File: config.mk
export PLATFORM = sky130hd
export DESIGN_NAME = ble_beacon_type_classifier_top
export DESIGN_NICKNAME = d
export VERILOG_FILES = /design/src/design/bbc_pkg.sv /design/src/design/bbc_walker.sv /design/src/design/ble_beacon_type_classifier_top.sv
export VERILOG_INCLUDE_DIRS = /design/src /design/src/design
export SDC_FILE = /design/constraint.sdc
export NUM_CORES = 1
export LEC_CHECK = 0
export ABC_AREA = 1
export BUFFER_PORTS_ARGS = -buffer_cell sky130_fd_sc_hd__buf_2
export CAP_MARGIN = 40
export CORE_ASPECT_RATIO = 2
export CORE_MARGIN = 3
export CORE_UTILIZATION = 56
export DETAILED_ROUTE_END_ITERATION = 8
export HOLD_SLACK_MARGIN = 0.06
export PLACE_DENSITY = 0.76
export REMOVE_ABC_BUFFERS = 1
export SLEW_MARGIN = 10
export SYNTH_ARGS = -nofsm -noshare
export SYNTH_HDL_FRONTEND = slang
export SYNTH_HIERARCHICAL = 1
export SYNTH_SLANG_ARGS = --single-unit
File: constraint.sdc
create_clock -name clk_i -period 3.4 [get_ports clk_i]
set_clock_uncertainty 0.2 [all_clocks]
set_input_delay 0.17 -clock clk_i [delete_from_list [all_inputs] [get_ports clk_i]]
set_output_delay 0.17 -clock clk_i [all_outputs]
set_load 0.02 [all_outputs]
File: src/design/assert_macros.svh
// Assertion macros shared by the RTL files of the beacon classifier.
`ifndef ASSERT_MACROS_SVH
`define ASSERT_MACROS_SVH

// Checked at every rising edge of clk_i, masked while rst_ni is low.
`define BBC_ASSERT(lbl, prop, msg) \
  lbl: assert property (@(posedge clk_i) disable iff (!rst_ni) (prop)) else $error(msg);

// Checked at every rising edge of clk_i, reset included.
`define BBC_ASSERT_ALWAYS(lbl, prop, msg) \
  lbl: assert property (@(posedge clk_i) (prop)) else $error(msg);

`endif

File: src/design/bbc_pkg.sv
`default_nettype none

package bbc_pkg;

  // Bytes at this position of a payload and beyond are ignored.
  localparam int unsigned MAX_PAYLOAD_BYTES = 31;

  localparam logic [7:0] T_FLAGS        = 8'h01;
  localparam logic [7:0] T_UUID16_LIST  = 8'h03;
  localparam logic [7:0] T_SERVICE_DATA = 8'h16;
  localparam logic [7:0] T_MANUFACTURER = 8'hFF;
  localparam logic [7:0] FLAG_NO_BREDR  = 8'h04;
  localparam logic [15:0] COMPANY_ID    = 16'h004C;
  localparam logic [7:0] COMPANY_KIND   = 8'h02;
  localparam logic [15:0] SERVICE_ID    = 16'hFEAA;
  localparam logic [7:0] LONG_HDR_LEN   = 8'h1B;
  localparam logic [7:0] LONG_TOTAL_LEN = 8'h1C;
  localparam logic [15:0] LONG_CODE     = 16'hBEAC;
  localparam logic [7:0] FRAME_OFFSET   = 8'd11;

  // Payload positions checked for the long form.
  localparam logic [7:0] POS_HDR_LEN  = 8'd0;
  localparam logic [7:0] POS_HDR_TYPE = 8'd1;
  localparam logic [7:0] POS_CODE_LO  = 8'd4;
  localparam logic [7:0] POS_CODE_HI  = 8'd5;

  // Bit indexes of the structure match flags.
  localparam int unsigned M_FLAGS    = 0;
  localparam int unsigned M_COMPANY  = 1;
  localparam int unsigned M_UUIDLIST = 2;
  localparam int unsigned M_SVCDATA  = 3;

  // Bit indexes of the long-form check.
  localparam int unsigned L_HDR_LEN  = 0;
  localparam int unsigned L_HDR_TYPE = 1;
  localparam int unsigned L_CODE     = 2;

  // Structure offset saturates here: only the type and three data bytes matter.
  localparam logic [2:0] OFFSET_SAT = 3'd4;

  typedef enum logic [1:0] {
    CLASS_UNKNOWN = 2'd0,
    CLASS_COMPANY = 2'd1,
    CLASS_SERVICE = 2'd2,
    CLASS_LONG    = 2'd3
  } beacon_class_e;

  typedef struct packed {
    logic          valid;
    beacon_class_e beacon_class;
    logic [7:0]    frame_byte;
  } result_t;

endpackage

`default_nettype wire

File: src/design/bbc_walker.sv
`default_nettype none

`include "assert_macros.svh"

module bbc_walker (
  input  wire logic             clk_i,
  input  wire logic             rst_ni,
  input  wire logic             take_i,
  input  wire logic [7:0]       adv_byte_i,
  input  wire logic             last_byte_i,
  output bbc_pkg::result_t      result_o
);

  logic [7:0] pos_q, pos_d;
  logic [7:0] left_q, left_d;
  logic [2:0] off_q, off_d;
  logic [7:0] type_q, type_d;
  logic [7:0] lead_q [3];
  logic [7:0] lead_d [3];
  logic [3:0] match_q, match_d;
  logic [2:0] lfc_q, lfc_d;
  logic [7:0] frame_q, frame_d;

  logic        in_range;
  logic        ends;
  logic        eval;
  logic [3:0]  hit;
  logic [15:0] id;
  logic [1:0]  lead_idx;

  assign in_range = pos_q < 8'(bbc_pkg::MAX_PAYLOAD_BYTES);
  assign lead_idx = off_q[1:0] - 2'd1;

  always_comb begin
    pos_d   = pos_q;
    left_d  = left_q;
    off_d   = off_q;
    type_d  = type_q;
    lead_d  = lead_q;
    lfc_d   = lfc_q;
    frame_d = frame_q;
    ends    = 1'b0;
    if (in_range) begin
      pos_d = pos_q + 8'd1;
      if (pos_q == bbc_pkg::POS_HDR_LEN && adv_byte_i == bbc_pkg::LONG_HDR_LEN) begin
        lfc_d[bbc_pkg::L_HDR_LEN] = 1'b1;
      end
      if (pos_q == bbc_pkg::POS_HDR_TYPE && adv_byte_i == bbc_pkg::T_MANUFACTURER) begin
        lfc_d[bbc_pkg::L_HDR_TYPE] = 1'b1;
      end
      if (pos_q == bbc_pkg::POS_CODE_LO && adv_byte_i == bbc_pkg::LONG_CODE[7:0]) begin
        lfc_d[bbc_pkg::L_CODE] = 1'b1;
      end
      if (pos_q == bbc_pkg::POS_CODE_HI && adv_byte_i != bbc_pkg::LONG_CODE[15:8]) begin
        lfc_d[bbc_pkg::L_CODE] = 1'b0;
      end
      if (pos_q == bbc_pkg::FRAME_OFFSET) begin
        frame_d = adv_byte_i;
      end

      if (left_q == 8'd0) begin
        // A zero length byte opens nothing and is simply skipped.
        if (adv_byte_i != 8'd0) begin
          left_d = adv_byte_i;
          off_d  = 3'd0;
          type_d = 8'd0;
          lead_d = '{default: 8'd0};
        end
      end else begin
        if (off_q == 3'd0) begin
          type_d = adv_byte_i;
        end else if (off_q != bbc_pkg::OFFSET_SAT) begin
          lead_d[lead_idx] = adv_byte_i;
        end
        off_d  = (off_q == bbc_pkg::OFFSET_SAT) ? off_q : off_q + 3'd1;
        left_d = left_q - 8'd1;
        ends   = (left_d == 8'd0);
      end
    end
  end

  // A structure is judged when it closes, or when the payload ends inside it.
  assign eval = ends || (last_byte_i && left_d != 8'd0);
  assign id   = {lead_d[1], lead_d[0]};

  always_comb begin
    hit = 4'd0;
    unique case (type_d)
      bbc_pkg::T_FLAGS: begin
        hit[bbc_pkg::M_FLAGS] = (lead_d[0] & bbc_pkg::FLAG_NO_BREDR) != 8'd0;
      end
      bbc_pkg::T_MANUFACTURER: begin
        hit[bbc_pkg::M_COMPANY] = (id == bbc_pkg::COMPANY_ID)
                                  && (lead_d[2] == bbc_pkg::COMPANY_KIND);
      end
      bbc_pkg::T_UUID16_LIST: begin
        hit[bbc_pkg::M_UUIDLIST] = (id == bbc_pkg::SERVICE_ID);
      end
      bbc_pkg::T_SERVICE_DATA: begin
        hit[bbc_pkg::M_SVCDATA] = (id == bbc_pkg::SERVICE_ID);
      end
      default: begin
        hit = 4'd0;
      end
    endcase
  end

  assign match_d = match_q | (eval ? hit : 4'd0);

  always_comb begin
    result_o.valid      = take_i && last_byte_i;
    result_o.frame_byte = frame_d;
    if (match_d[bbc_pkg::M_FLAGS] && match_d[bbc_pkg::M_COMPANY]) begin
      result_o.beacon_class = bbc_pkg::CLASS_COMPANY;
    end else if (match_d[bbc_pkg::M_UUIDLIST] && match_d[bbc_pkg::M_SVCDATA]) begin
      result_o.beacon_class = bbc_pkg::CLASS_SERVICE;
    end else if (pos_d == bbc_pkg::LONG_TOTAL_LEN && lfc_d == 3'b111) begin
      result_o.beacon_class = bbc_pkg::CLASS_LONG;
    end else begin
      result_o.beacon_class = bbc_pkg::CLASS_UNKNOWN;
    end
  end

  always_ff @(posedge clk_i or negedge rst_ni) begin
    if (!rst_ni) begin
      pos_q   <= 8'd0;
      left_q  <= 8'd0;
      off_q   <= 3'd0;
      match_q <= 4'd0;
      lfc_q   <= 3'd0;
      frame_q <= 8'd0;
    end else if (take_i) begin
      if (last_byte_i) begin
        pos_q   <= 8'd0;
        left_q  <= 8'd0;
        off_q   <= 3'd0;
        match_q <= 4'd0;
        lfc_q   <= 3'd0;
        frame_q <= 8'd0;
      end else begin
        pos_q   <= pos_d;
        left_q  <= left_d;
        off_q   <= off_d;
        match_q <= match_d;
        lfc_q   <= lfc_d;
        frame_q <= frame_d;
      end
    end
  end

  // Type and leading bytes are cleared at every structure start before use.
  always_ff @(posedge clk_i) begin
    if (take_i) begin
      type_q <= type_d;
      lead_q <= lead_d;
    end
  end

  `BBC_ASSERT(a_pos_bound, pos_q <= 8'(bbc_pkg::MAX_PAYLOAD_BYTES), "byte position overran")
  `BBC_ASSERT(a_restart, (take_i && last_byte_i) |=> (pos_q == 8'd0 && left_q == 8'd0 && match_q == 4'd0), "walker not cleared after last byte")
  `BBC_ASSERT(a_off_sat, off_q <= bbc_pkg::OFFSET_SAT, "structure offset past saturation")

endmodule

`default_nettype wire

File: src/design/ble_beacon_type_classifier_top.sv
// Beacon classifier: feed the bytes of one advertising payload in order, one
// transfer per byte, with last_byte_i set on the final byte. The block walks
// the length-type-data structures and delivers exactly one result per payload,
// the beacon class and the payload byte at offset 11 (zero for shorter
// payloads), as one output transfer. A byte is taken in every unstalled cycle:
// the whole per-byte step is a handful of compares between the walker registers
// and the result register, so the sustained rate is one byte per clock while
// unstalled, and the result appears on the outputs in the cycle after the
// transfer of the last byte. The input stalls only while a result sits in the
// output register and the downstream side stalls it; a finished result then
// waits there while no further byte is taken. Bytes beyond the payload limit
// are ignored, though a last-byte mark on them still closes the payload.
`default_nettype none

`include "assert_macros.svh"

module ble_beacon_type_classifier_top (
  input  wire logic       clk_i,
  input  wire logic       rst_ni,
  input  wire logic       in_valid_i,
  output logic            in_stall_o,
  input  wire logic [7:0] adv_byte_i,
  input  wire logic       last_byte_i,
  output logic            out_valid_o,
  input  wire logic       out_stall_i,
  output logic [1:0]      beacon_class_o,
  output logic [7:0]      frame_byte_o
);

  logic                 take;
  bbc_pkg::result_t     result;
  logic                 out_valid_q, out_valid_d;
  bbc_pkg::beacon_class_e class_q;
  logic [7:0]           frame_q;

  // The output register is the only thing that can hold the input back.
  assign in_stall_o = out_valid_q && out_stall_i;
  assign take       = in_valid_i && !in_stall_o;

  bbc_walker u_walker (
    .clk_i       (clk_i),
    .rst_ni      (rst_ni),
    .take_i      (take),
    .adv_byte_i  (adv_byte_i),
    .last_byte_i (last_byte_i),
    .result_o    (result)
  );

  always_comb begin
    priority if (result.valid) begin
      out_valid_d = 1'b1;
    end else if (!out_stall_i) begin
      out_valid_d = 1'b0;
    end else begin
      out_valid_d = out_valid_q;
    end
  end

  always_ff @(posedge clk_i or negedge rst_ni) begin
    if (!rst_ni) begin
      out_valid_q <= 1'b0;
    end else begin
      out_valid_q <= out_valid_d;
    end
  end

  // A new result is loaded only when the register is empty or being drained.
  always_ff @(posedge clk_i) begin
    if (result.valid) begin
      class_q <= result.beacon_class;
      frame_q <= result.frame_byte;
    end
  end

  assign out_valid_o    = out_valid_q;
  assign beacon_class_o = class_q;
  assign frame_byte_o   = frame_q;

  `BBC_ASSERT(a_result_source, $rose(out_valid_o) |-> $past(in_valid_i && !in_stall_o && last_byte_i), "result without a last byte")
  `BBC_ASSERT(a_result_drain, (out_valid_o && !out_stall_i && !(in_valid_i && last_byte_i)) |=> !out_valid_o, "result delivered twice")
  `BBC_ASSERT_ALWAYS(a_reset_empty, !rst_ni |-> !out_valid_o, "output valid during reset")

endmodule

`default_nettype wire
==> metrics.txt <==
# TYPE chip_impl_metric gauge
chip_impl_metric{name="tightest_slew",unit="ps"} 795
chip_impl_metric{name="synth.cell_area",unit="um2"} 5060
chip_impl_metric{name="avgSynthCellArea",unit="um2"} 7.05
chip_impl_metric{name="coreArea",unit="um2"} 8710
chip_impl_metric{name="synth_top_cell_area_share",unit=""} 0.249
chip_impl_info{name="setup.worst_path.end_class",value="flip-flop"} 1
chip_impl_info{name="category_of_the_worst_setup_path_launch_point",value="flip-flop"} 1
chip_impl_metric{name="dieWidth",unit="um"} 73.2
chip_impl_info{name="setup_repair_after_global_routing_missed_its_margin",value="false"} 1
chip_impl_metric{name="fin_nets",unit=""} 766
chip_impl_metric{name="arrival_time_worst_endpoint",unit="ps"} 2890
chip_impl_info{name="synth_largest_area_cell",value="sky130_fd_sc_hd__edfxtp_1"} 1
chip_impl_metric{name="numClockSinks",unit=""} 77
chip_impl_metric{name="timing_max_transition_violations_final",unit=""} 0
chip_impl_metric{name="detail_route.wl_per_cell",unit="um"} 14.7
chip_impl_metric{name="leakagePower",unit="uW"} 0.00295
chip_impl_metric{name="hold_ws",unit="ps"} 87.3
chip_impl_metric{name="cap_violations",unit=""} 0
chip_impl_metric{name="detailedPlacementHpwl",unit="um"} 9350
chip_impl_info{name="hold_path_class",value="input pin to flip-flop"} 1
chip_impl_metric{name="synth_edf_count",unit=""} 42
chip_impl_metric{name="detail_route.wirelength",unit="um"} 12500
chip_impl_metric{name="io-pin-count",unit=""} 25
chip_impl_metric{name="placement.io_buffers",unit=""} 24
chip_impl_metric{name="grt_start_max_net_pins",unit=""} 36
chip_impl_info{name="synthMostInstantiatedCell",value="sky130_fd_sc_hd__nand2_1"} 1
chip_impl_metric{name="dr.pass1.iters",unit=""} 5
chip_impl_metric{name="antennaDiodeCount",unit=""} 0
chip_impl_info{name="critical_path_class",value="flip-flop to flip-flop"} 1
chip_impl_metric{name="cts-buffers-inserted",unit=""} 9
chip_impl_info{name="tritoncts",value="done"} 1
chip_impl_metric{name="clk_latency",unit="ps"} 340
chip_impl_metric{name="ys_ff_latch",unit=""} 77
chip_impl_metric{name="timing.final.crit_share",unit=""} 0.882
chip_impl_metric{name="p_per_area",unit="nW/um2"} 844
chip_impl_metric{name="cts-root-to-sink-buffers",unit=""} 2
chip_impl_metric{name="synth_warnings",unit=""} 6
chip_impl_metric{name="htree_num_levels",unit=""} 3
chip_impl_metric{name="rows",unit=""} 48
chip_impl_metric{name="vias_per_cell",unit=""} 5.39
chip_impl_metric{name="synth.lib_cells_used.distinct",unit=""} 36
chip_impl_metric{name="final-setup-viol-count",unit=""} 0
chip_impl_metric{name="drcViolationCount",unit=""} 0
chip_impl_metric{name="place.gp.congestion",unit=""} 1.01
chip_impl_metric{name="synthToLayoutAreaGrowth",unit="%"} 9.33
chip_impl_info{name="status",value="finished, final reports clean"} 1
chip_impl_metric{name="timing.final.crit_period",unit="ps"} 3000
chip_impl_metric{name="slew_headroom",unit=""} 0.470
chip_impl_metric{name="fillCellCount",unit=""} 736
chip_impl_metric{name="maxClockFrequency",unit="GHz"} 0.333
chip_impl_metric{name="routed-via-count",unit=""} 4574
chip_impl_metric{name="ir_worst_vdd",unit="mV"} 0.488
chip_impl_metric{name="design.die.area",unit="um2"} 10300
chip_impl_metric{name="cts_setup_buffers",unit=""} 0
chip_impl_info{name="netlist_top_cells_area",value="sky130_fd_sc_hd__edfxtp_1 (25%), sky130_fd_sc_hd__nand2_1 (20%), sky130_fd_sc_hd__dfrtp_1 (17%)"} 1
chip_impl_metric{name="final_hold_viol_count",unit=""} 0
chip_impl_metric{name="grt_pass1_vias",unit=""} 4561
chip_impl_metric{name="initialDrtViolationCount",unit=""} 300
chip_impl_metric{name="path_max_fanout",unit=""} 35
chip_impl_metric{name="dp_slack",unit="ps"} 463
chip_impl_metric{name="initial_antenna_violation_count",unit=""} 0
chip_impl_info{name="synth_ff_type",value="sky130_fd_sc_hd__edfxtp_1"} 1
chip_impl_metric{name="crit_required",unit="ps"} 3290
chip_impl_metric{name="die_h",unit="um"} 140
chip_impl_metric{name="postLayoutSetupSlackWorst",unit="ps"} 400
chip_impl_info{name="clk_root_buffer_cell",value="sky130_fd_sc_hd__clkbuf_16"} 1
chip_impl_metric{name="postSynthCellCount",unit=""} 717
chip_impl_metric{name="async_reset_ff_frac",unit=""} 0.455
chip_impl_metric{name="post_route_cells_drive_above_1_share",unit=""} 0.119
chip_impl_metric{name="grt_first_pass_wirelength",unit="um"} 20700
chip_impl_metric{name="overflow",unit=""} 0
chip_impl_metric{name="report.power.total",unit="uW"} 4670
chip_impl_metric{name="initial_core_util",unit=""} 0.581
chip_impl_metric{name="route.antenna.remaining_nets",unit=""} 0
chip_impl_info{name="netlist_top_cells_count",value="sky130_fd_sc_hd__nand2_1 (266), sky130_fd_sc_hd__inv_1 (124), sky130_fd_sc_hd__nor2_1 (70), sky130_fd_sc_hd__edfxtp_1 (42)"} 1
chip_impl_metric{name="yosysSeqAreaShare",unit=""} 0.423
chip_impl_metric{name="cts.clk_slew.worst_paths",unit="ps"} 50
chip_impl_metric{name="grt_use_total",unit=""} 0.260
## worst max-delay path: stages (launching register included)
cell and delay (ps):
sky130_fd_sc_hd__dfrtp_1 430, sky130_fd_sc_hd__ha_1 240, sky130_fd_sc_hd__nand2_1 170, sky130_fd_sc_hd__nor2_4 80, sky130_fd_sc_hd__nor2_8 240, sky130_fd_sc_hd__nand2_4 290
sky130_fd_sc_hd__nand2_1 170, sky130_fd_sc_hd__nand2_2 70, sky130_fd_sc_hd__nor2_1 120, sky130_fd_sc_hd__nand2_1 80, sky130_fd_sc_hd__nor2_1 120, sky130_fd_sc_hd__nand2_1 80
sky130_fd_sc_hd__nor2_1 130, sky130_fd_sc_hd__nand2_1 80, sky130_fd_sc_hd__nand2_1 100, sky130_fd_sc_hd__nand2_2 60, sky130_fd_sc_hd__clkinv_1 50, sky130_fd_sc_hd__a21oi_2 30
## state kept, by name (all words and copies together), names as in the netlist, 4 cells and up
name / flops
frame_byte_o: 8
u_walker/match_q: 4
u_walker/left_q: 8
u_walker/type_q: 8
u_walker/frame_q: 8
u_walker/pos_q: 8
u_walker/lead_q: 24
## kinds of logic (layout without fill, tap and decap cells)
group	count (synthesis)	in the layout	synth area share
AND/OR/NAND/NOR	417	417	0.354
buffers and inverters	144	176	0.122
flip-flops	77	77	0.423
AO/OA/AOI/OAI	67	67	0.0740
adder cells (fa/ha/maj)	9	9	0.0223
XOR/XNOR	3	3	0.00520
## per-layer routing
| metal | GRT usage | up-vias | share of wire |
|---|---|---|---|
| met5 | 0 | - | 0 |
| li1 | - | 2262 | - |
| met2 | 0.462 | 136 | 0.55 |
| met1 | 0.276 | 2129 | 0.36 |
| met3 | 0.0409 | 47 | 0.036 |
| met4 | 0.154 | 0 | 0.055 |
## placed cells by master, fill, tap and decap left out, types with 2 or more instances in the layout
| cell | n |
|---|---|
| sky130_fd_sc_hd__nand2_4 | 5 |
| sky130_fd_sc_hd__a21oi_1 | 12 |
| sky130_fd_sc_hd__dfrtp_1 | 35 |
| sky130_fd_sc_hd__a21oi_2 | 4 |
| sky130_fd_sc_hd__nor3_1 | 9 |
| sky130_fd_sc_hd__nand3_2 | 3 |
| sky130_fd_sc_hd__inv_2 | 3 |
| sky130_fd_sc_hd__nor2_2 | 2 |
| sky130_fd_sc_hd__buf_4 | 5 |
| sky130_fd_sc_hd__xor2_1 | 3 |
| sky130_fd_sc_hd__clkbuf_1 | 3 |
| sky130_fd_sc_hd__clkbuf_16 | 9 |
| sky130_fd_sc_hd__nor2_1 | 70 |
| sky130_fd_sc_hd__edfxtp_1 | 42 |
| sky130_fd_sc_hd__nand2_1 | 266 |
| sky130_fd_sc_hd__o22ai_1 | 11 |
| sky130_fd_sc_hd__nand2_2 | 25 |
| sky130_fd_sc_hd__inv_1 | 124 |
| sky130_fd_sc_hd__o21ai_0 | 35 |
| sky130_fd_sc_hd__clkinv_2 | 2 |
| sky130_fd_sc_hd__buf_2 | 24 |
| sky130_fd_sc_hd__nand4_1 | 8 |
| sky130_fd_sc_hd__nand3_1 | 22 |
| sky130_fd_sc_hd__dlygate4sd3_1 | 3 |
| sky130_fd_sc_hd__nor2_4 | 2 |
| sky130_fd_sc_hd__ha_1 | 9 |
## worst paths after layout
check | to | start | depth (start not counted) | slack [ps]
setup / recovery | beacon_class_o[1] | u_walker/pos_q[0] | 17 | 400
hold / removal | u_walker/frame_q[7] | adv_byte_i[7] | 5 | 90
setup reg to reg | beacon_class_o[1] | u_walker/pos_q[0] | 17 | 400
hold reg to reg | u_walker/frame_q[7] | u_walker/frame_q[7] | 2 | 280
max in group asynchronous | u_walker/off_q[2] | rst_ni | 2 | 2230
min in group asynchronous | out_valid_o | rst_ni | 2 | 260
## power by group
| group | leakage [uW] | internal [uW] | switching (uW) |
|---|---|---|---|
| combinational | 0.00192 | 741 | 1530 |
| clock | 0.000141 | 568 | 362 |
| sequential | 0.000887 | 1320 | 150 |
| total | 0.00295 | 2630 | 2040 |
## cell type report
| cell class | count | area (um2) | share of cell area |
|---|---|---|---|
| clock buffers | 12 | 236 | 0.0428 |
| flip-flops and latches | 77 | 2140 | 0.387 |
| repair buffers | 32 | 188 | 0.0339 |
| well taps | 100 | 125 | 0.0226 |
| multi-input cells | 496 | 2310 | 0.418 |
| inverters | 128 | 480 | 0.0869 |
| clock inverters | 4 | 48.8 | 0.00883 |
## per-stage QoR
stage	utilization	TNS, ps	cells	cell area, um2
2_1_floorplan	-	-39530	701	4920
3_3_place_gp	0.599	0	830	5210
3_5_place_dp	0.599	0	830	5210
4_1_cts	0.635	0	849	5530
5_1_grt	0.635	0	849	5530
6_report	0.635	0	849	5530
## repair_timing
item | CTS | global route
endpoints found under the hold margin | 38 | 0
gates resized for setup | 0 | 0
hold buffers | 3 | 0
No activity file was read; power rests on OpenSTA's default activity.
